===== config.mk =====
export PLATFORM = sky130hd
export DESIGN_NAME = lpc_prescale
export DESIGN_NICKNAME = d
export VERILOG_FILES = /design/src/hw/rtl/assert_macros.svh /design/src/hw/rtl/lpc_pkg.sv /design/src/hw/rtl/lpc_prescale.sv
export SDC_FILE = /design/constraint.sdc
export NUM_CORES = 1
export LEC_CHECK = 0
export ABC_AREA = 1
export BUFFER_PORTS_ARGS = -buffer_cell sky130_fd_sc_hd__buf_2
export CORE_MARGIN = 1
export CORE_UTILIZATION = 56
export CTS_CLUSTER_DIAMETER = 50
export DETAILED_ROUTE_END_ITERATION = 7
export PLACE_DENSITY = 0.82
export SYNTH_ARGS = -nofsm -noshare
export SYNTH_HDL_FRONTEND = slang
export SYNTH_SLANG_ARGS = --single-unit

===== constraint.sdc =====
create_clock -name clk -period 3.8 [get_ports clk]
set_input_delay 0.76 -clock clk [delete_from_list [all_inputs] [get_ports clk]]
set_output_delay 0.76 -clock clk [all_outputs]
set_load 0.01 [all_outputs]

===== src/hw/rtl/assert_macros.svh =====
// Assertion macros for the RTL files
`ifndef ASSERT_MACROS_SVH
`define ASSERT_MACROS_SVH

// property that must hold on every clock edge out of reset
`define LPC_ASSERT(lbl, clk, rstn, prop, msg) \
	lbl: assert property (@(posedge clk) disable iff (!rstn) (prop)) else $error(msg);

// condition that must never be seen out of reset
`define LPC_ASSERT_NEVER(lbl, clk, rstn, cond, msg) \
	`LPC_ASSERT(lbl, clk, rstn, !(cond), msg)

`endif


===== src/hw/rtl/lpc_pkg.sv =====
// Package with the constants and tables of the polar to cartesian converter
package lpc_pkg;

	localparam int ANGLE_BITS_DEF = 16;
	localparam int RANGE_BITS_DEF = 18;
	localparam int ITERS          = 30;
	localparam int Z_W            = 32;
	localparam int RES_BITS       = 30;
	localparam int GAIN_W         = 30;
	localparam int GUARD_BITS     = 32;
	localparam int DATA_W_DEF     = RANGE_BITS_DEF + GUARD_BITS;

	localparam logic [GAIN_W-1:0] GAIN_Q30 = 30'd652032874;

	localparam logic signed [Z_W-1:0] ATAN_TAB [ITERS] = '{
		32'h20000000, 32'h12E4051E, 32'h09FB385B, 32'h051111D4, 32'h028B0D43,
		32'h0145D7E1, 32'h00A2F61E, 32'h00517C55, 32'h0028BE53, 32'h00145F2F,
		32'h000A2F98, 32'h000517CC, 32'h00028BE6, 32'h000145F3, 32'h0000A2FA,
		32'h0000517D, 32'h000028BE, 32'h0000145F, 32'h00000A30, 32'h00000518,
		32'h0000028C, 32'h00000146, 32'h000000A3, 32'h00000051, 32'h00000029,
		32'h00000014, 32'h0000000A, 32'h00000005, 32'h00000003, 32'h00000001
	};

endpackage


===== src/hw/rtl/lpc_prescale.sv =====
// Entry stage: quality filter, range times CORDIC gain, quadrant split
module lpc_prescale import lpc_pkg::*; #(
	parameter int ANGLE_BITS = ANGLE_BITS_DEF,
	parameter int RANGE_BITS = RANGE_BITS_DEF,
	parameter int DATA_W     = DATA_W_DEF
) (
	input  logic                     clk,
	input  logic                     arst_n,
	input  logic                     filter_en,
	input  logic                     up_valid,
	output logic                     up_ready,
	input  logic [ANGLE_BITS-1:0]    up_angle,
	input  logic [RANGE_BITS-1:0]    up_range,
	input  logic [7:0]               up_quality,
	output logic                     dn_valid,
	input  logic                     dn_ready,
	output logic signed [DATA_W-1:0] dn_x,
	output logic signed [Z_W-1:0]    dn_z,
	output logic [1:0]               dn_quad
);

	localparam int PROD_W = RANGE_BITS + GAIN_W;

	logic                     valid_q;
	logic signed [DATA_W-1:0] x_q;
	logic signed [Z_W-1:0]    z_q;
	logic [1:0]               quad_q;
	logic [PROD_W-1:0]        prod;
	logic [RES_BITS-1:0]      residual;
	logic                     keep;

	assign up_ready = !valid_q || dn_ready;
	assign keep     = !(filter_en && up_quality == 8'd0);
	assign prod     = PROD_W'(up_range) * PROD_W'(GAIN_Q30);
	assign residual = {up_angle[ANGLE_BITS-3:0], {(Z_W-ANGLE_BITS){1'b0}}};

	always_ff @(posedge clk or negedge arst_n) begin
		if (!arst_n) begin
			valid_q <= 1'b0;
		end else if (up_ready) begin
			valid_q <= up_valid && keep;
		end
	end

	always_ff @(posedge clk) begin
		if (up_ready && up_valid) begin
			x_q    <= DATA_W'(prod);
			z_q    <= Z_W'(residual);
			quad_q <= up_angle[ANGLE_BITS-1:ANGLE_BITS-2];
		end
	end

	assign dn_valid = valid_q;
	assign dn_x     = x_q;
	assign dn_z     = z_q;
	assign dn_quad  = quad_q;

endmodule


==> results.json, run 1 <==
{
  "cts_root_buffer": "clkbuf_16",
  "grt_pass1_vias": 10989,
  "yosysMostFrequentCell": "inv_1",
  "relSlewSlack": 0.389,
  "grtUsageTotal": 0.350,
  "yosysWarnings": 0,
  "synth_enable_flop_cells": 63,
  "io-pin-count": 133,
  "cts_max_level": 3,
  "wl_per_cell_um": 20.9,
  "synth_ff_type": "edfxtp_1",
  "firstDrtPassIters": 6,
  "slew_violations": 0,
  "layout-drive-gt1-share": 0.416,
  "critPathMaxFanout": 4,
  "clock-sinks": 64,
  "status": "finished with violations",
  "final_hold_viol_count": 0,
  "antenna_left": 0,
  "drt_iter0_markers": 900,
  "ys_seq_elements": 64,
  "r2r-start": "dn_valid",
  "fin_ws_ns": -1.78,
  "cts.hold.buffers_added": 0,
  "fillers": 1329,
  "yosysTopAreaCell": "fa_1",
  "finClkSkew_ns": 0.0101,
  "synth.avg_cell_area_um2": 8.62,
  "synth_top_area_frac": 0.335,
  "viasPerCell": 5.37,
  "grt_setup_unrepaired": "yes",
  "dpl.cell_count": 2012,
  "async_reset_ff_frac": 0.0156,
  "die_h_um": 151,
  "row_count": 54,
  "hold_class": "in -> async",
  "nets": 2205,
  "worstSetupEndpointType": "register",
  "netlist_top_cells_area": "fa_1 (33%), ha_1 (17%), edfxtp_1 (15%), inv_1 (14%), nand2_1 (8.6%)",
  "cp.arrival_ns": 5.69,
  "finalSetupViolations": 38,
  "vias": 11110,
  "place_congestion": 0.968,
  "antenna_cells": 0,
  "io_buffers": 111,
  "worst_pin_slew_ns": 0.914,
  "grt_max_degree": 40,
  "antenna_found_initial": 0,
  "critical_path_class": "in -> reg",
  "synth.distinct_cells": 30,
  "drv_cap": 0,
  "violations": "negative setup slack",
  "yosysSeqAreaShare": 0.155,
  "clk_latency_ns": 0.35,
  "fmax_ghz": 0.179,
  "routed_wl_mm": 43.2,
  "synth_common_cells": "inv_1 (478), nand2_1 (282), fa_1 (207)",
  "grt-ovfl-total": 0,
  "drc": 0,
  "cts.reportedPaths.clkPinSlew_ns": 0.06,
  "grt_pass1_wl_mm": 57.6,
  "start_util": 0.569,
  "syn_to_final_growth_pct": 40.1,
  "fp.dieW_um": 151,
  "critPathLaunch": "up_range[7]",
  "tritoncts": "built",
  "numCtsBuffers": 9,
  "cp.required_ns": 3.91,
  "crit_path_start_kind": "input port",
  "clockBufferDepth": 2,
  "period_share": 1.47,
  "syn-cell-area_um2": 12400,
  "final_cells": 2070,
  "place_hpwl_mm": 31.5,
  "min_period_ns": 5.58,
  "dieArea_um2": 22700,
  "core_area_um2": 21800,
  "syn_inst": 1435
}
## cell usage in the layout (no fill, tap or decap), types with 4 or more instances in the layout
cell type and n:
ha_2 5, buf_6 39, nor2_4 25, edfxtp_1 63, inv_4 9, a21oi_1 11
nand2_1 171, nor2_1 30, fa_2 32, a21oi_2 15, ha_1 119, buf_12 7
inv_1 402, ha_4 42, or2_2 4, nor3_2 4, buf_2 93, buf_4 198
nor2_2 16, o21bai_1 4, xor2_1 15, nand3_2 15, xnor2_1 7, nand3_4 10
buf_8 4, fa_1 175, conb_1 21, nand2_2 79, xor2_2 6, o21ai_0 8
a21oi_4 9, nand3_1 7, inv_2 66, clkbuf_16 9, nand2_4 40
## flip-flops by register name, indices dropped and copies added (netlist names)
| name | cells |
|---|---|
| dn_x | 47 |
| dn_z | 14 |
| dn_quad | 2 |
| dn_valid | 1 |
## cells by family after synthesis
logic type,share of synthesized area
other cells,0.000303
buf+inv,0.158
simple gates,0.139
xor+xnor,0.0205
fa+ha+maj,0.503
compound gates,0.0248
flops,0.155
## layer usage
metal | GRT usage | share of wire
met1 | 0.438 | 0.38
met2 | 0.606 | 0.49
met3 | 0.0515 | 0.069
met4 | 0.144 | 0.064
met5 | 0 | 0
## what timing repair did
item / 4_1_cts / 5_1_grt
cloned: 0 / 0
endpoints found under the setup margin: 39 / 39
pin swaps: 100 / 163
buffers inserted: 19 / 31
gates resized for setup: 153 / 257
## area by class of cell
class | instances | area, um^2 | share of cell area
multi-input cells | 891 | 10300 | 0.597
repair buffers | 341 | 2590 | 0.149
flip-flops and latches | 64 | 1920 | 0.111
inverters | 478 | 1820 | 0.105
well taps | 280 | 350 | 0.0202
clock buffers | 13 | 270 | 0.0156
clock inverters | 3 | 40.0 | 0.00231
## worst paths after layout
kind	cells past startpoint	slack, ns	to
setup reg to reg	2	1.94	dn_x[42]
hold reg to reg	2	0.66	dn_valid
min in group clk	1	0.58	dn_z[23]
setup / recovery	22	-1.78	dn_x[38]
max in group asynchronous	1	3.55	dn_valid
hold / removal	1	0.16	dn_valid
## per-stage QoR
stage               utilization  worst slack [ns]  hold WS, ns  instance area (um^2)  TNS, ns
global placement          0.702             -1.96        0.535                 15300   -64.54
global route              0.797             -1.82        0.169                 17300   -56.10
finish                    0.797             -1.78        0.165                 17300   -52.72
CTS                       0.748             -1.53        0.167                 16300   -49.00
detailed placement        0.702             -2.03        0.536                 15300   -65.70
floorplan                     -             -1.29        0.464                 13100   -40.64
## worst max-delay path: stages
cell,delay [ns]
buf_12,0.11
buf_6,0.12
fa_2,0.56
inv_2,0.04
fa_2,0.53
fa_2,0.44
inv_2,0.06
fa_2,0.44
fa_1,0.50
inv_1,0.05
fa_1,0.50
inv_2,0.05
ha_4,0.33
nand2_8,0.09
nor2_4,0.23
nand2_1,0.12
nor2_2,0.17
nand2_2,0.16
nand3_4,0.19
nand2_2,0.07
nand3_1,0.08
nand2_1,0.06
Power of run 1 is not shown: default switching activity piles up to over one toggle a cycle in this logic, so the estimate is an artifact.
==> run 2, diff against run 1 <==
--- a/config.mk
+++ b/config.mk
@@ -6,7 +6,7 @@
 export NUM_CORES = 1
 export LEC_CHECK = 0
 export ABC_AREA = 1
-export BUFFER_PORTS_ARGS = -buffer_cell sky130_fd_sc_hd__buf_2
+export BUFFER_PORTS_ARGS = -buffer_cell sky130_fd_sc_hd__clkbuf_2
 export CORE_MARGIN = 1
 export CORE_UTILIZATION = 56
 export CTS_CLUSTER_DIAMETER = 50
==> results.json, run 2 (synthesis results as in run 1) <==
{
  "clockBufferDepth": 2,
  "fillers": 1401,
  "final_common_cell": "inv_1",
  "final_hold_viol_count": 0,
  "vias": 10671,
  "period_share": 1.39,
  "cp.required_ns": 3.91,
  "crit_path_start_kind": "input port",
  "viasPerCell": 5.15,
  "clk_latency_ns": 0.35,
  "grt-ovfl-total": 0,
  "drv_cap": 0,
  "timing.hold.ws_ns": 0.176,
  "clock-sinks": 64,
  "antenna_left": 0,
  "grtUsageTotal": 0.346,
  "fp.dieW_um": 151,
  "largest_reg_flops": 47,
  "finalSetupViolations": 38,
  "worst_pin_slew_ns": 0.813,
  "antenna_cells": 0,
  "grt_setup_unrepaired": "yes",
  "grt_max_degree": 41,
  "row_count": 54,
  "relSlewSlack": 0.457,
  "firstDrtPassIters": 5,
  "io-pin-count": 133,
  "worstSetupEndpointType": "register",
  "die_h_um": 151,
  "tns_ns": -49.51,
  "start_util": 0.569,
  "fmax_ghz": 0.189,
  "routed_wl_mm": 40.0,
  "min_period_ns": 5.30,
  "fin_ws_ns": -1.50,
  "layout-drive-gt1-share": 0.415,
  "cts_root_buffer": "clkbuf_16",
  "hold_class": "in -> async",
  "final_cells": 2074,
  "grt_pass1_vias": 11028,
  "antenna_found_initial": 0,
  "drt_iter0_markers": 631,
  "layout_common_cells": "inv_1 (405), buf_4 (205), fa_1 (184)",
  "cts_max_level": 3,
  "wl_per_cell_um": 19.3,
  "cts.hold.buffers_added": 0,
  "violations": "negative setup slack",
  "place_hpwl_mm": 31.3,
  "finClkSkew_ns": 0.00679,
  "syn_to_final_growth_pct": 40.2,
  "drc": 0,
  "critPathMaxFanout": 4,
  "cts.reportedPaths.clkPinSlew_ns": 0.06,
  "core_area_um2": 21800,
  "place_congestion": 1.01,
  "critical_path_class": "in -> reg",
  "status": "finished with violations",
  "tritoncts": "built",
  "dpl.cell_count": 2025,
  "cp.arrival_ns": 5.41,
  "slew_violations": 0,
  "numCtsBuffers": 9,
  "dieArea_um2": 22700,
  "io_buffers": 111,
  "grt_pass1_wl_mm": 57.5,
  "nets": 2209
}
## run 2: worst max-delay path: stages
cell	delay, ns
buf_6	0.12
fa_2	0.51
fa_1	0.53
inv_2	0.05
fa_1	0.55
inv_2	0.05
fa_1	0.39
fa_1	0.52
inv_1	0.05
fa_1	0.47
inv_1	0.07
ha_4	0.25
nand2_1	0.07
nand2_1	0.18
nand2_2	0.16
nand2_4	0.09
a21oi_2	0.16
nand3_4	0.12
nand2_2	0.12
nand2_1	0.07
nand2_1	0.06
nand2_1	0.05
## run 2: final timing paths
check / from / end / slack (ns) / cells after the start
max: up_range[11] / dn_x[34] / -1.50 / 22
min: arst_n / dn_valid / 0.18 / 1
max reg2reg: dn_valid / dn_x[32] / 2.03 / 2
min reg2reg: dn_valid / dn_valid / 0.64 / 2
max in group asynchronous: arst_n / dn_valid / 3.54 / 1
min in group clk: up_angle[13] / dn_z[29] / 0.58 / 1
## run 2: per-stage QoR
stage               utilization  setup WS [ns]  cell area (um^2)
floorplan                     -          -1.29             13100
finish                    0.798          -1.50             17400
global route              0.798          -1.61             17400
detailed placement        0.706          -2.06             15400
CTS                       0.757          -1.48             16500
global placement          0.706          -2.09             15400
## run 2: area by class of cell
class                   instances  area (um^2)  share of cell area
clock buffers                   9          225              0.0130
clock inverters                 7         71.3             0.00411
inverters                     478         1820               0.105
multi-input cells             891        10300               0.596
flip-flops and latches         64         1920               0.110
well taps                     280          350              0.0202
repair buffers                345         2630               0.152
## run 2: layer usage
metal / wire [um] / vias up / global-route usage
li1: - / 4851 / -
met1: 15900 / 5206 / 0.431
met2: 19700 / 466 / 0.601
met3: 2240 / 148 / 0.0509
met4: 2160 / 0 / 0.140
met5: 0 / - / 0
## run 2: timing repair
action,in CTS,in global routing
buffers inserted,20,16
setup endpoints to repair,39,39
pin swaps,92,105
gates resized for setup,164,234
Power of run 2 is left out for the same reason.
==> run 3, diff against run 2 <==
--- a/config.mk
+++ b/config.mk
@@ -11,6 +11,7 @@
 export CORE_UTILIZATION = 56
 export CTS_CLUSTER_DIAMETER = 50
 export DETAILED_ROUTE_END_ITERATION = 7
+export MAX_ROUTING_LAYER = met4
 export PLACE_DENSITY = 0.82
 export SYNTH_ARGS = -nofsm -noshare
 export SYNTH_HDL_FRONTEND = slang
==> results.json, run 3 (synthesis results as in run 1) <==
{
  "worstSetupEndpointType": "register",
  "fillers": 1348,
  "finClkSkew_ns": 0.00750,
  "critical_path_class": "in -> reg",
  "io-pin-count": 133,
  "crit_path_start_kind": "input port",
  "place_hpwl_mm": 32.4,
  "layout_common_cells": "inv_1 (404), buf_4 (204), nand2_1 (187)",
  "status": "finished with violations",
  "io_buffers": 111,
  "clock-sinks": 64,
  "antenna_found_initial": 0,
  "vias": 10529,
  "drc": 0,
  "numCtsBuffers": 9,
  "die_h_um": 151,
  "cp.required_ns": 3.89,
  "critPathMaxFanout": 4,
  "place_congestion": 0.990,
  "start_util": 0.569,
  "reg2reg_depth": 2,
  "worst_pin_slew_ns": 0.551,
  "cts.hold.buffers_added": 0,
  "antenna_cells": 0,
  "cp.arrival_ns": 5.46,
  "tritoncts": "built",
  "fp.dieW_um": 151,
  "core_area_um2": 21800,
  "finalSetupViolations": 39,
  "r2r-start": "dn_valid",
  "cp_slowest_cell": "fa_1",
  "cts_max_level": 3,
  "grt-ovfl-total": 0,
  "reg2reg_to": "dn_x[24]",
  "cts_root_buffer": "clkbuf_16",
  "dieArea_um2": 22700,
  "grt_pass1_vias": 11101,
  "fin_ws_ns": -1.57,
  "violations": "negative setup slack",
  "largest_reg_flops": 47,
  "drv_cap": 0,
  "layout-drive-gt1-share": 0.399,
  "hold_class": "in -> async",
  "antenna_left": 0,
  "clockBufferDepth": 2,
  "fmax_ghz": 0.186,
  "viasPerCell": 5.06,
  "cp_top_family": "adder cells",
  "relSlewSlack": 0.633,
  "period_share": 1.41,
  "use_met2": 0.632,
  "wl_per_cell_um": 19.6,
  "grtUsageTotal": 0.369,
  "slew_violations": 0,
  "grt_max_degree": 42,
  "nets": 2215,
  "syn_to_final_growth_pct": 39.8,
  "row_count": 54,
  "firstDrtPassIters": 7,
  "critPathMostFrequentCell": "fa_1",
  "routed_wl_mm": 40.8,
  "met1_usage": 0.438,
  "min_period_ns": 5.37,
  "rrSetupSlack_ns": 2.34,
  "final_hold_viol_count": 0,
  "grt.busiest_layer": "met2",
  "timing.critical_path.buf_inv": 5,
  "grt_use_met3": 0.0509,
  "clk_latency_ns": 0.35,
  "final_common_cell": "inv_1",
  "drt_iter0_markers": 532,
  "cpPeakStageDelay_ns": 0.61,
  "grt_pass1_wl_mm": 58.6,
  "path_cells": "clkbuf_8 > inv_2 > fa_1 > inv_2 > fa_2 > fa_1 > fa_2 > fa_1 > fa_1 > ha_4 > nand2_4 > inv_1 > nand2_1 > nand2_4 > a21oi_4 > nand3_4 > buf_6 > xor2_1",
  "tns_ns": -51.38,
  "cts.reportedPaths.clkPinSlew_ns": 0.06,
  "grt_setup_unrepaired": "yes"
}
[run 3: metrics by stage]
step                      hold slack (ns)  utilization  worst slack [ns]  cell area [um^2]  instances
after floorplan                     0.464            -             -1.29             13100       1455
after global placement              0.535        0.707             -2.00             15400       2028
after detailed placement            0.537        0.707             -2.02             15400       2028
after CTS                           0.162        0.761             -1.52             16600       2065
after global routing                0.173        0.795             -1.70             17300       2080
final                               0.171        0.795             -1.57             17300       2080
[run 3: area by class of cell]
| cell class | count | area [um^2] | share of cell area |
|---|---|---|---|
| Clock inverter | 6 | 60.1 | 0.00347 |
| Clock buffer | 10 | 229 | 0.0132 |
| Multi-Input combinational cell | 891 | 10200 | 0.590 |
| Tap cell | 280 | 350 | 0.0202 |
| Inverter | 478 | 1820 | 0.105 |
| Sequential cell | 64 | 1920 | 0.111 |
| Timing Repair Buffer | 351 | 2720 | 0.157 |
[run 3: timing repair]
action / in CTS / in global routing
pin swaps: 107 / 106
gates resized for setup: 179 / 183
setup endpoints to repair: 39 / 39
setup buffers: 23 / 21
[run 3: worst max path at each step]
| stage | startpoint | end | slack [ns] | depth (start not counted) |
|---|---|---|---|---|
| global placement | up_range[7] | dn_x[44] | -2.00 | 22 |
| finish | up_range[14] | dn_x[26] | -1.57 | 18 |
| CTS | up_range[6] | dn_x[38] | -1.52 | 25 |
| global route | up_range[6] | dn_x[39] | -1.70 | 23 |
| floorplan | up_range[15] | dn_x[43] | -1.29 | 21 |
| detailed placement | up_range[12] | dn_x[44] | -2.02 | 21 |
[run 3: metal layers]
| metal | up-vias | wire [um] |
|---|---|---|
| met4 | 0 | 1930 |
| li1 | 4875 | - |
| met1 | 5142 | 16000 |
| met2 | 397 | 20700 |
| met5 | - | 0 |
| met3 | 115 | 2160 |
Power of run 3 is left out for the same reason.
