`config.mk`:
```
export PLATFORM = sky130hd
export DESIGN_NAME = lpc_round_out_flat
export DESIGN_NICKNAME = d
export VERILOG_FILES = /design/src/hw/rtl/assert_macros.svh /design/src/hw/rtl/lpc_pkg.sv /design/src/hw/rtl/lpc_if.sv /design/src/hw/rtl/lpc_round_out.sv /design/src/flat_wrapper.sv
export SDC_FILE = /design/constraint.sdc
export NUM_CORES = 1
export LEC_CHECK = 0
export CORE_UTILIZATION = 25
export DETAILED_ROUTE_END_ITERATION = 7
export DONT_BUFFER_PORTS = 1
export GPL_ROUTABILITY_DRIVEN = 0
export GPL_TIMING_DRIVEN = 0
export SYNTH_ARGS = -nofsm -noshare
export SYNTH_HDL_FRONTEND = slang
export SYNTH_SLANG_ARGS = --single-unit
```
`constraint.sdc`:
```
create_clock -name clk -period 2.2 [get_ports clk]
set_input_delay 0.22 -clock clk [delete_from_list [all_inputs] [get_ports clk]]
set_output_delay 0.22 -clock clk [all_outputs]
set_load 0.01 [all_outputs]
```
`src/hw/rtl/assert_macros.svh`:
```
// Assertion macros for the RTL files
`ifndef ASSERT_MACROS_SVH
`define ASSERT_MACROS_SVH

// property that must hold on every clock edge out of reset
`define LPC_ASSERT(lbl, clk, rstn, prop, msg) \
	lbl: assert property (@(posedge clk) disable iff (!rstn) (prop)) else $error(msg);

// condition that must never be seen out of reset
`define LPC_ASSERT_NEVER(lbl, clk, rstn, cond, msg) \
	`LPC_ASSERT(lbl, clk, rstn, !(cond), msg)

`endif

```
`src/hw/rtl/lpc_pkg.sv`:
```
// Package with the constants and tables of the polar to cartesian converter
package lpc_pkg;

	localparam int ANGLE_BITS_DEF = 16;
	localparam int RANGE_BITS_DEF = 18;
	localparam int ITERS          = 30;
	localparam int Z_W            = 32;
	localparam int RES_BITS       = 30;
	localparam int GAIN_W         = 30;
	localparam int GUARD_BITS     = 32;
	localparam int DATA_W_DEF     = RANGE_BITS_DEF + GUARD_BITS;

	localparam logic [GAIN_W-1:0] GAIN_Q30 = 30'd652032874;

	localparam logic signed [Z_W-1:0] ATAN_TAB [ITERS] = '{
		32'h20000000, 32'h12E4051E, 32'h09FB385B, 32'h051111D4, 32'h028B0D43,
		32'h0145D7E1, 32'h00A2F61E, 32'h00517C55, 32'h0028BE53, 32'h00145F2F,
		32'h000A2F98, 32'h000517CC, 32'h00028BE6, 32'h000145F3, 32'h0000A2FA,
		32'h0000517D, 32'h000028BE, 32'h0000145F, 32'h00000A30, 32'h00000518,
		32'h0000028C, 32'h00000146, 32'h000000A3, 32'h00000051, 32'h00000029,
		32'h00000014, 32'h0000000A, 32'h00000005, 32'h00000003, 32'h00000001
	};

endpackage

```
`src/hw/rtl/lpc_if.sv`:
```


interface lpc_xy_if #(
	parameter int RANGE_BITS = 18
);
	logic                      valid;
	logic                      ready;
	logic signed [RANGE_BITS:0] x_qmm;
	logic signed [RANGE_BITS:0] y_qmm;

	modport source (output valid, x_qmm, y_qmm, input ready);
	modport sink (input valid, x_qmm, y_qmm, output ready);
endinterface

```
`src/hw/rtl/lpc_round_out.sv`:
```
// Output stage: quadrant mapping, rounding, saturation and result register
module lpc_round_out import lpc_pkg::*; #(
	parameter int RANGE_BITS = RANGE_BITS_DEF,
	parameter int DATA_W     = DATA_W_DEF
) (
	input  logic                     clk,
	input  logic                     arst_n,
	input  logic                     up_valid,
	output logic                     up_ready,
	input  logic signed [DATA_W-1:0] up_x,
	input  logic signed [DATA_W-1:0] up_y,
	input  logic [1:0]               up_quad,
	lpc_xy_if.source                 coord
);

	localparam logic signed [DATA_W:0] LIM  = (DATA_W+1)'((64'd1 << RANGE_BITS) - 64'd1);
	localparam logic signed [DATA_W:0] HALF = (DATA_W+1)'(64'd1 << (RES_BITS - 1));

	logic                       valid_q;
	logic signed [RANGE_BITS:0] x_q;
	logic signed [RANGE_BITS:0] y_q;
	logic signed [DATA_W-1:0]   sin_v;
	logic signed [DATA_W-1:0]   cos_v;

	function automatic logic signed [RANGE_BITS:0] rnd(input logic signed [DATA_W-1:0] v);
		logic signed [DATA_W:0] sum;
		logic signed [DATA_W:0] sh;
		sum = {v[DATA_W-1], v} + HALF;
		sh  = sum >>> RES_BITS;
		if (sh > LIM) begin
			sh = LIM;
		end else if (sh < -LIM) begin
			sh = -LIM;
		end
		return sh[RANGE_BITS:0];
	endfunction

	always_comb begin
		case (up_quad)
			2'd0: begin
				sin_v = up_y;
				cos_v = up_x;
			end
			2'd1: begin
				sin_v = up_x;
				cos_v = -up_y;
			end
			2'd2: begin
				sin_v = -up_y;
				cos_v = -up_x;
			end
			default: begin
				sin_v = -up_x;
				cos_v = up_y;
			end
		endcase
	end

	assign up_ready = !valid_q || coord.ready;

	always_ff @(posedge clk or negedge arst_n) begin
		if (!arst_n) begin
			valid_q <= 1'b0;
		end else if (up_ready) begin
			valid_q <= up_valid;
		end
	end

	always_ff @(posedge clk) begin
		if (up_ready && up_valid) begin
			x_q <= rnd(sin_v);
			y_q <= rnd(cos_v);
		end
	end

	assign coord.valid = valid_q;
	assign coord.x_qmm = x_q;
	assign coord.y_qmm = y_q;

endmodule
```
`src/flat_wrapper.sv`:
```
// flat-port wrapper written by rule: the top's interface ports become plain ports
module lpc_round_out_flat import lpc_pkg::*;
#(
	parameter int RANGE_BITS = RANGE_BITS_DEF,
	parameter int DATA_W     = DATA_W_DEF
)
  (clk, arst_n, up_valid, up_ready, up_x, up_y, up_quad, coord_valid, coord_x_qmm, coord_y_qmm, coord_ready);
  lpc_xy_if #(.RANGE_BITS(RANGE_BITS)) coord_i ();
  input  logic clk;
  input  logic arst_n;
  input  logic up_valid;
  output logic up_ready;
  input  logic signed [DATA_W-1:0] up_x;
  input  logic signed [DATA_W-1:0] up_y;
  input  logic [1:0] up_quad;
  output wire logic [$bits(coord_i.valid)-1:0] coord_valid;
  output wire logic [$bits(coord_i.x_qmm)-1:0] coord_x_qmm;
  output wire logic [$bits(coord_i.y_qmm)-1:0] coord_y_qmm;
  input wire logic [$bits(coord_i.ready)-1:0] coord_ready;
  assign coord_valid = coord_i.valid;
  assign coord_x_qmm = coord_i.x_qmm;
  assign coord_y_qmm = coord_i.y_qmm;
  assign coord_i.ready = coord_ready;
  lpc_round_out #(.RANGE_BITS(RANGE_BITS), .DATA_W(DATA_W)) u_core (.clk(clk), .arst_n(arst_n), .up_valid(up_valid), .up_ready(up_ready), .up_x(up_x), .up_y(up_y), .up_quad(up_quad), .coord(coord_i));
endmodule
```
==> impl_results.md, run 1 <==
* Layout cells sized above 1 at 37.8%
* Cell taking the most area after synthesis: edfxtp_1
* Hold Path Depth at 1
* CTS root buf: clkbuf_16
* Final net count at 901
* GR Overflow Total at 0
* Post-synth top area share at 20.8%
* Vias at 6669
* Register bit total from synthesis at 39
* Area of the multi-input gates at 4880 sq um
* CP arrival at 3.62 ns
* Die H at 150 um
* Reg2reg path depth at 2
* CP Capture Type: register
* Die X-Extent at 150 um
* Leakage power total at 2.63 nW
* Compound-cell area share of the yosys netlist at 28.5%
* ANT cells at 0
* Initial antenna violation count at 0
* Final Setup Violations at 38
* WL final at 22800 um
* Commonest cells in the synthesized netlist: nand2_1 (49), nor2_1 (49), edfxtp_1 (38), a21oi_1 (37), o21ai_0 (37)
* Seq/Total Area, Yosys at 21.2%
* Post-route minimum period at 3.59 ns
* Worst slew margin at 28.0%
* Number of synthesized flops with an enable pin at 38
* Worst-Margin Slew at 1.08 ns
* Placed Cells at 979
* Synth-to-Final Area Change at 41.7%
* Final Total Pwr at 3.11 mW
* Clk Latency, worst-skew pair at 0.28 ns
* Worst path slowest cell: or4_4
* Top cells by area, synth: edfxtp_1 (21%), xnor2_1 (4.1%), nor4_1 (3.4%), a21oi_1 (3.4%), o21ai_0 (3.4%)
* CP max FO at 8
* Status: finished, violations left
* CTS tree: yes
* PwrDens at 400 nW/um^2
* First-pass GRT wire length at 33500 um
* Residual DRC at 0
* # clock sinks at 39
* Cell count after synthesis at 704
* Critical path type: input port to register
* Main combinational cell family by area after synthesis: simple AND/OR/NAND/NOR gates
* Synth Area in Adders at 0.455%
* Req. time, crit path at 2.23 ns
* Fill count at 2130
* Failing checks: setup timing
* Drt via density at 6.24
* Rows at 53
* IO buf count at 0
* Syn Nets at 812
* Reg power frac at 31.7%
* Post-DP HPWL at 16500 um
* Internal Pwr Total at 2.01 mW
* Starting density of the core at 25.8%
* Crit-path most repeated cell: or4_4
* Worst path cell trace: clkbuf_16 -> or4_4 -> or4_4 -> or4_4 -> a31o_1 -> a21oi_2 -> and4b_2 -> nand3_4 -> nor3_4 -> nor3_4 -> buf_12 -> buf_4 -> nor3b_4 -> o31ai_2
* CTS Buf Count at 5
* H-tree depth at 2
* Fmax at 278 MHz
* Post-Synth Simple-Gate Area at 32.0%
* Fin Clk Skew at 0.00261 ns
* Hold Path Class: input port to register
* Reg area at 1170 sq um
* Multiplexer share of the synthesized area at 5.49%
* Cell Area, Synth at 5490 sq um
* WL/cell at 21.4 um
* Xor/xnor share of the synthesized area at 6.70%
* Post-DP Area at 5980 sq um
* Clk pin slew, worst setup/hold paths at 0.06 ns
* Logic pwr share at 44.5%
* Core footprint at 21300 sq um
* Unrepaired setup endpoints after global routing: true
* Fin crit share at 163%
* Design area at 7780 sq um
* Synth Warn # at 0
* Slowest cell delay on critical path at 0.57 ns
* Finished Layout Cells at 1069
* Maximum VDD drop at 0.000293 V
* I/O pin count at 146
* Initial DRC Count at 718
* Die ar. at 22600 sq um
* Net Sw Frac at 35.4%
* Final Hold Vio Count at 0
* Netlist cell types at 82
* Clock power share at 23.7%
* Max-cap violations at 0
* Switching power at 1.10 mW
* Drt first pass iters at 8
* Max Slew Vio Count at 0
* Mean Syn Cell Area at 7.80 sq um
* Total GRT Usage at 19.1%
* Routed Antenna Nets at 0
* Ys async rst share at 2.56%
* Slack of the critical path at -1.39 ns
* Largest net degree at the start of global routing at 39
* CTS max path bufs at 2
* Critical path startpoint category: input port
* Top_reg_cell synth: edfxtp_1
* Vias in the first global route at 6132
critical path: cells and delay by family:
family          cells  cell delay, ns
simple gates        8            2.53
compound gates      3            0.45
buf+inv             3            0.40
layout make-up:
type,count,share of cell area [%]
multi-input combinational,597,62.7
sequential,39,15.0
timing repair buffer,87,10.0
buffer,51,5.35
tap,275,4.42
clock buffer,7,1.83
inverter,12,0.579
clock inverter,1,0.0643
kinds of logic (layout without fill, tap and decap cells):
family	count (synthesis)	after routing
flip-flops	39	39
multiplexers	25	25
adder cells (fa/ha/maj)	2	2
AO/OA/AOI/OAI	221	221
AND/OR/NAND/NOR	307	307
XOR/XNOR	42	42
buffers and inverters	68	158
placed cells by master (no fill, tap or decap), drive strengths merged, types with 8 or more instances in the layout:
cell type | Yosys | routed
nor4 | 32 | 32
clkbuf | 34 | 36
o21ai | 42 | 42
nand4 | 28 | 28
or3 | 10 | 10
edfxtp | 38 | 38
a221oi | 8 | 8
xor2 | 16 | 16
nand2 | 49 | 49
inv | 12 | 12
xnor2 | 26 | 26
a31oi | 13 | 13
nor3 | 38 | 38
buf | 22 | 108
and3 | 19 | 19
o22ai | 13 | 13
nor2 | 50 | 50
mux2 | 11 | 11
nand3 | 24 | 24
a21oi | 39 | 39
mux2i | 11 | 11
or4 | 16 | 16
o31ai | 8 | 8
o211ai | 11 | 11
a211oi | 11 | 11
per-stage QoR:
stage / util [%] / setup TNS [ns] / hold WS (ns) / worst slack, ns
4_1_cts: 32.8 / -48.17 / 0.0414 / -1.43
6_report: 36.6 / -46.53 / 0.0444 / -1.39
5_1_grt: 36.6 / -50.00 / 0.0514 / -1.47
3_3_place_gp: 28.1 / -99.88 / -0.0756 / -2.53
3_5_place_dp: 28.1 / -92.36 / -0.0756 / -2.54
2_1_floorplan: - / -54.57 / -0.0756 / -1.53
flip-flops by register name (all words and copies together), names as in the netlist:
signal / count
u_core.coord.valid: 1
u_core.coord.y_qmm: 19
u_core.coord.x_qmm: 19
metal layers:
metal | up-vias | track usage (%) | part of all wire, %
li1 | 3000 | - | -
met1 | 3158 | 24.8 | 40
met2 | 448 | 30.9 | 46
met3 | 63 | 3.61 | 10
met4 | 0 | 7.63 | 3.4
met5 | - | 0 | 0
final timing paths:
path	from	end	slack [ns]
worst max-delay path	up_y[31]	u_core.coord.y_qmm[0]	-1.39
worst min-delay path	up_valid	u_core.coord.valid	0.04
worst max register to register	u_core.coord.valid	u_core.coord.y_qmm[7]	0.44
worst min register to register	u_core.coord.valid	u_core.coord.valid	0.67
max in group asynchronous	arst_n	u_core.coord.valid	1.96
min in group asynchronous	arst_n	u_core.coord.valid	0.14
timing repair:
action | CTS | global route
resized for setup | 111 | 133
pin swaps | 39 | 52
setup buffers | 49 | 33
endpoints found under the hold margin | 1 | 0
hold buffers | 1 | 0
setup endpoints to repair | 38 | 38
cloned | 1 | 3
power by group through the flow:
stage	clock (mW)	combinational, mW	sequential, mW
global placement	0	0.959	1.01
CTS	0.752	1.15	0.994
detailed placement	0	0.964	1.01
global route	0.768	1.48	0.997
floorplan	0	0.749	0.992
finish	0.739	1.39	0.989
Power figures use the tool's default switching activity.
==> inputs of run 2 (changes only) <==
Settings changed: CTS_BUF_LIST set to sky130_fd_sc_hd__clkbuf_8 sky130_fd_sc_hd__clkbuf_16, SLEW_MARGIN set to 5.
==> run 2 against run 1 <==
  * Global-route usage up 0.58 points
  * Critical path depth decreased by 1
  * Non-clock buffer count increased by 13
  * Power decreased by 0.41%
  * The run still ends with setup timing left
  * Die area did not move
  * First-iteration DRC count rose by 13%
  * Count of clock-buffer cells in the layout is 1 lower
  * Cell count rose by 1.2%
  * Combinational power about the same
  * Setup slack worse by 0.027 ns
==> impl_results.md, run 2 (synthesis gave the netlist of run 1 again) <==
* Status: finished, violations left
* Failing checks: setup timing
* Worst slew margin at 49.7% (+22 points)
* Final Hold Vio Count at 0 (unchanged)
* Drt first pass iters at 5 (-3)
* Die H at 150 um (unchanged)
* Unrepaired setup endpoints after global routing: true
* Hold EP: u_core.coord.valid
* RR Endpoint: u_core.coord.y_qmm[3]
* CTS max path bufs at 2 (unchanged)
* CP max FO at 7 (-1)
* Commonest non-fill, non-tap cells in the layout: buf_4 (82), nand2_1 (48), nor2_1 (42)
* Initial antenna violation count at 0 (unchanged)
* GR Overflow Total at 0 (unchanged)
* Hold Path Depth at 1 (unchanged)
* Fin Clk Skew at 0.00456 ns (+0.00194 ns)
* Drt via density at 6.30 (+0.95%)
* Final TNS setup at -49.73 ns (-3.20 ns)
* Post-DP HPWL at 16600 um (+0.74%)
* CTS root buf: clkbuf_16
* Largest net degree at the start of global routing at 24 (-38%)
* Reg2reg start: u_core.coord.valid
* Clk pin slew, worst setup/hold paths at 0.06 ns (about the same)
* Hold Startpoint: up_valid
* R2r setup slk at 0.61 ns (+0.17 ns)
* WL final at 23200 um (+1.6%)
* Finished Layout Cells at 1082 (+1.2%)
* Slack of the critical path at -1.42 ns (-0.0265 ns)
* Post-route minimum period at 3.62 ns (+0.0265 ns)
* Crit-path leading delay family: simple AND/OR/NAND/NOR gates
* Layout cells sized above 1 at 38.3% (+0.51 points)
* Clk Latency, worst-skew pair at 0.28 ns (about the same)
* Die X-Extent at 150 um (unchanged)
* WL/cell at 21.4 um (+0.37%)
* Slowest cell delay on critical path at 0.60 ns (+0.03 ns)
* CTS Buf Count at 5 (unchanged)
* Critical path startpoint category: input port
* H-tree depth at 2 (unchanged)
* Max-cap violations at 0 (unchanged)
* Reg2reg path depth at 3 (+1)
* Worst Path Buf+Inv at 3 (unchanged)
* CP Capture Type: register
* Vias at 6814 (+2.2%)
* Fill count at 2115 (-0.70%)
* ANT cells at 0 (unchanged)
* Crit-path most repeated cell: or4_4
* Leakage power total at 2.64 nW (+0.62%)
* Routed Antenna Nets at 0 (unchanged)
* Rows at 53 (unchanged)
* Final net count at 914 (+1.4%)
* Maximum VDD drop at 0.000311 V (+5.9%)
* # clock sinks at 39 (unchanged)
* First-pass GRT wire length at 34300 um (+2.6%)
* Fmax at 276 MHz (-0.73%)
* PwrDens at 396 nW/um^2 (-0.95%)
* Total GRT Usage at 19.6% (+0.58 points)
* Starting density of the core at 25.8% (unchanged)
* Dpl ws at -2.55 ns (-0.0188 ns)
* CTS tree: yes
* Placed Cells at 980 (+0.10%)
* CP arrival at 3.65 ns (+0.03 ns)
* Commonest non-fill, non-tap cell in the layout: buf_4
* Max Slew Vio Count at 0 (unchanged)
* Residual DRC at 0 (unchanged)
* Initial DRC Count at 808 (+13%)
* Worst path slowest cell: or4_4
* I/O pin count at 146 (unchanged)
* Hold Path Class: input port to register
* Synth-to-Final Area Change at 42.4%
* Crit path launch: up_y[30]
* Vias in the first global route at 6191 (+0.96%)
* IO buf count at 0 (unchanged)
* Critical path type: input port to register
* Final Setup Violations at 38 (unchanged)
* Worst path cell trace: buf_12 -> or4_4 -> or4_4 -> or4_4 -> a31o_1 -> a21oi_2 -> and4b_2 -> nand3_4 -> buf_6 -> o31a_1 -> nor3_4 -> buf_6 -> o21ai_1
* Req. time, crit path at 2.23 ns (about the same)
* Die ar. at 22600 sq um (unchanged)
* Worst-Margin Slew at 0.755 ns (-0.321 ns)
* Fin crit share at 164% (+1.2 points)
* Core footprint at 21300 sq um (unchanged)
-- run 2: cell types whose count changed in the layout (fill, tap and decap cells not counted), moves of 4 or more --
cell	previous run	this run
buf_4	70	82
buf_6	23	27
nor2_1	46	42
o21ai_1	1	5
-- run 2: how the worst max path moves through the flow --
stage | end | slack, ns | depth (start not counted)
5_1_grt | u_core.coord.y_qmm[4] | -1.54 | 13
6_report | u_core.coord.y_qmm[4] | -1.42 | 13
2_1_floorplan | u_core.coord.y_qmm[15] | -1.53 | 13
3_3_place_gp | u_core.coord.x_qmm[6] | -2.53 | 14
4_1_cts | u_core.coord.y_qmm[0] | -1.39 | 13
3_5_place_dp | u_core.coord.x_qmm[6] | -2.55 | 14
-- run 2: stage by stage --
stage	total power, mW	cell area (sq um)	utilization [%]	hold WS [ns]
after CTS	3.00	7440	35.0	0.0398
after detailed placement	1.98	6000	28.2	-0.0756
after floorplan	1.74	5630	-	-0.0756
after global routing	3.24	7830	36.8	0.0484
final	3.10	7830	36.8	0.0451
after global placement	1.97	5980	28.1	-0.0756
-- run 2: repair_timing --
| action | in CTS | in global routing |
|---|---|---|
| hold endpoints to repair | 1 | 0 |
| hold buffers | 1 | 0 |
| resized for setup | 170 | 71 |
| pin swaps | 64 | 27 |
| gates cloned | 4 | 1 |
| endpoints found under the setup margin | 38 | 38 |
| setup buffers | 78 | 16 |
-- run 2: per-layer routing --
layer | GRT usage [%] | routed length (um) | share of wire [%]
met1 | 25.6 | 9240 | 40
met2 | 32.4 | 11000 | 47
met3 | 3.39 | 2380 | 10
met4 | 6.92 | 638 | 2.7
met5 | 0 | 0 | 0
-- run 2: layout make-up --
class                   instances  area, sq um  area share (%)
plain buffers                  51          398            5.08
clock buffers                   6          139            1.77
clock inverters                 2         8.76           0.112
inverters                      12         45.0           0.576
multi-input cells             597         4860            62.1
flip-flops and latches         39         1170            14.9
well taps                     275          344            4.40
repair buffers                100          865            11.0
-- run 2: worst register-to-register path, stage by stage, from the launching register on --
cell and delay (ns):
dfrtp_1 0.41, nand2b_1 0.18, and2_2 0.46, buf_16 0.23
-- run 2: power breakdown --
part | switching (mW) | total (mW) | internal [mW]
Clock | 0.284 | 0.728 | 0.445
Combinational | 0.758 | 1.39 | 0.627
Sequential | 0.0630 | 0.988 | 0.925
Total | 1.11 | 3.10 | 2.00
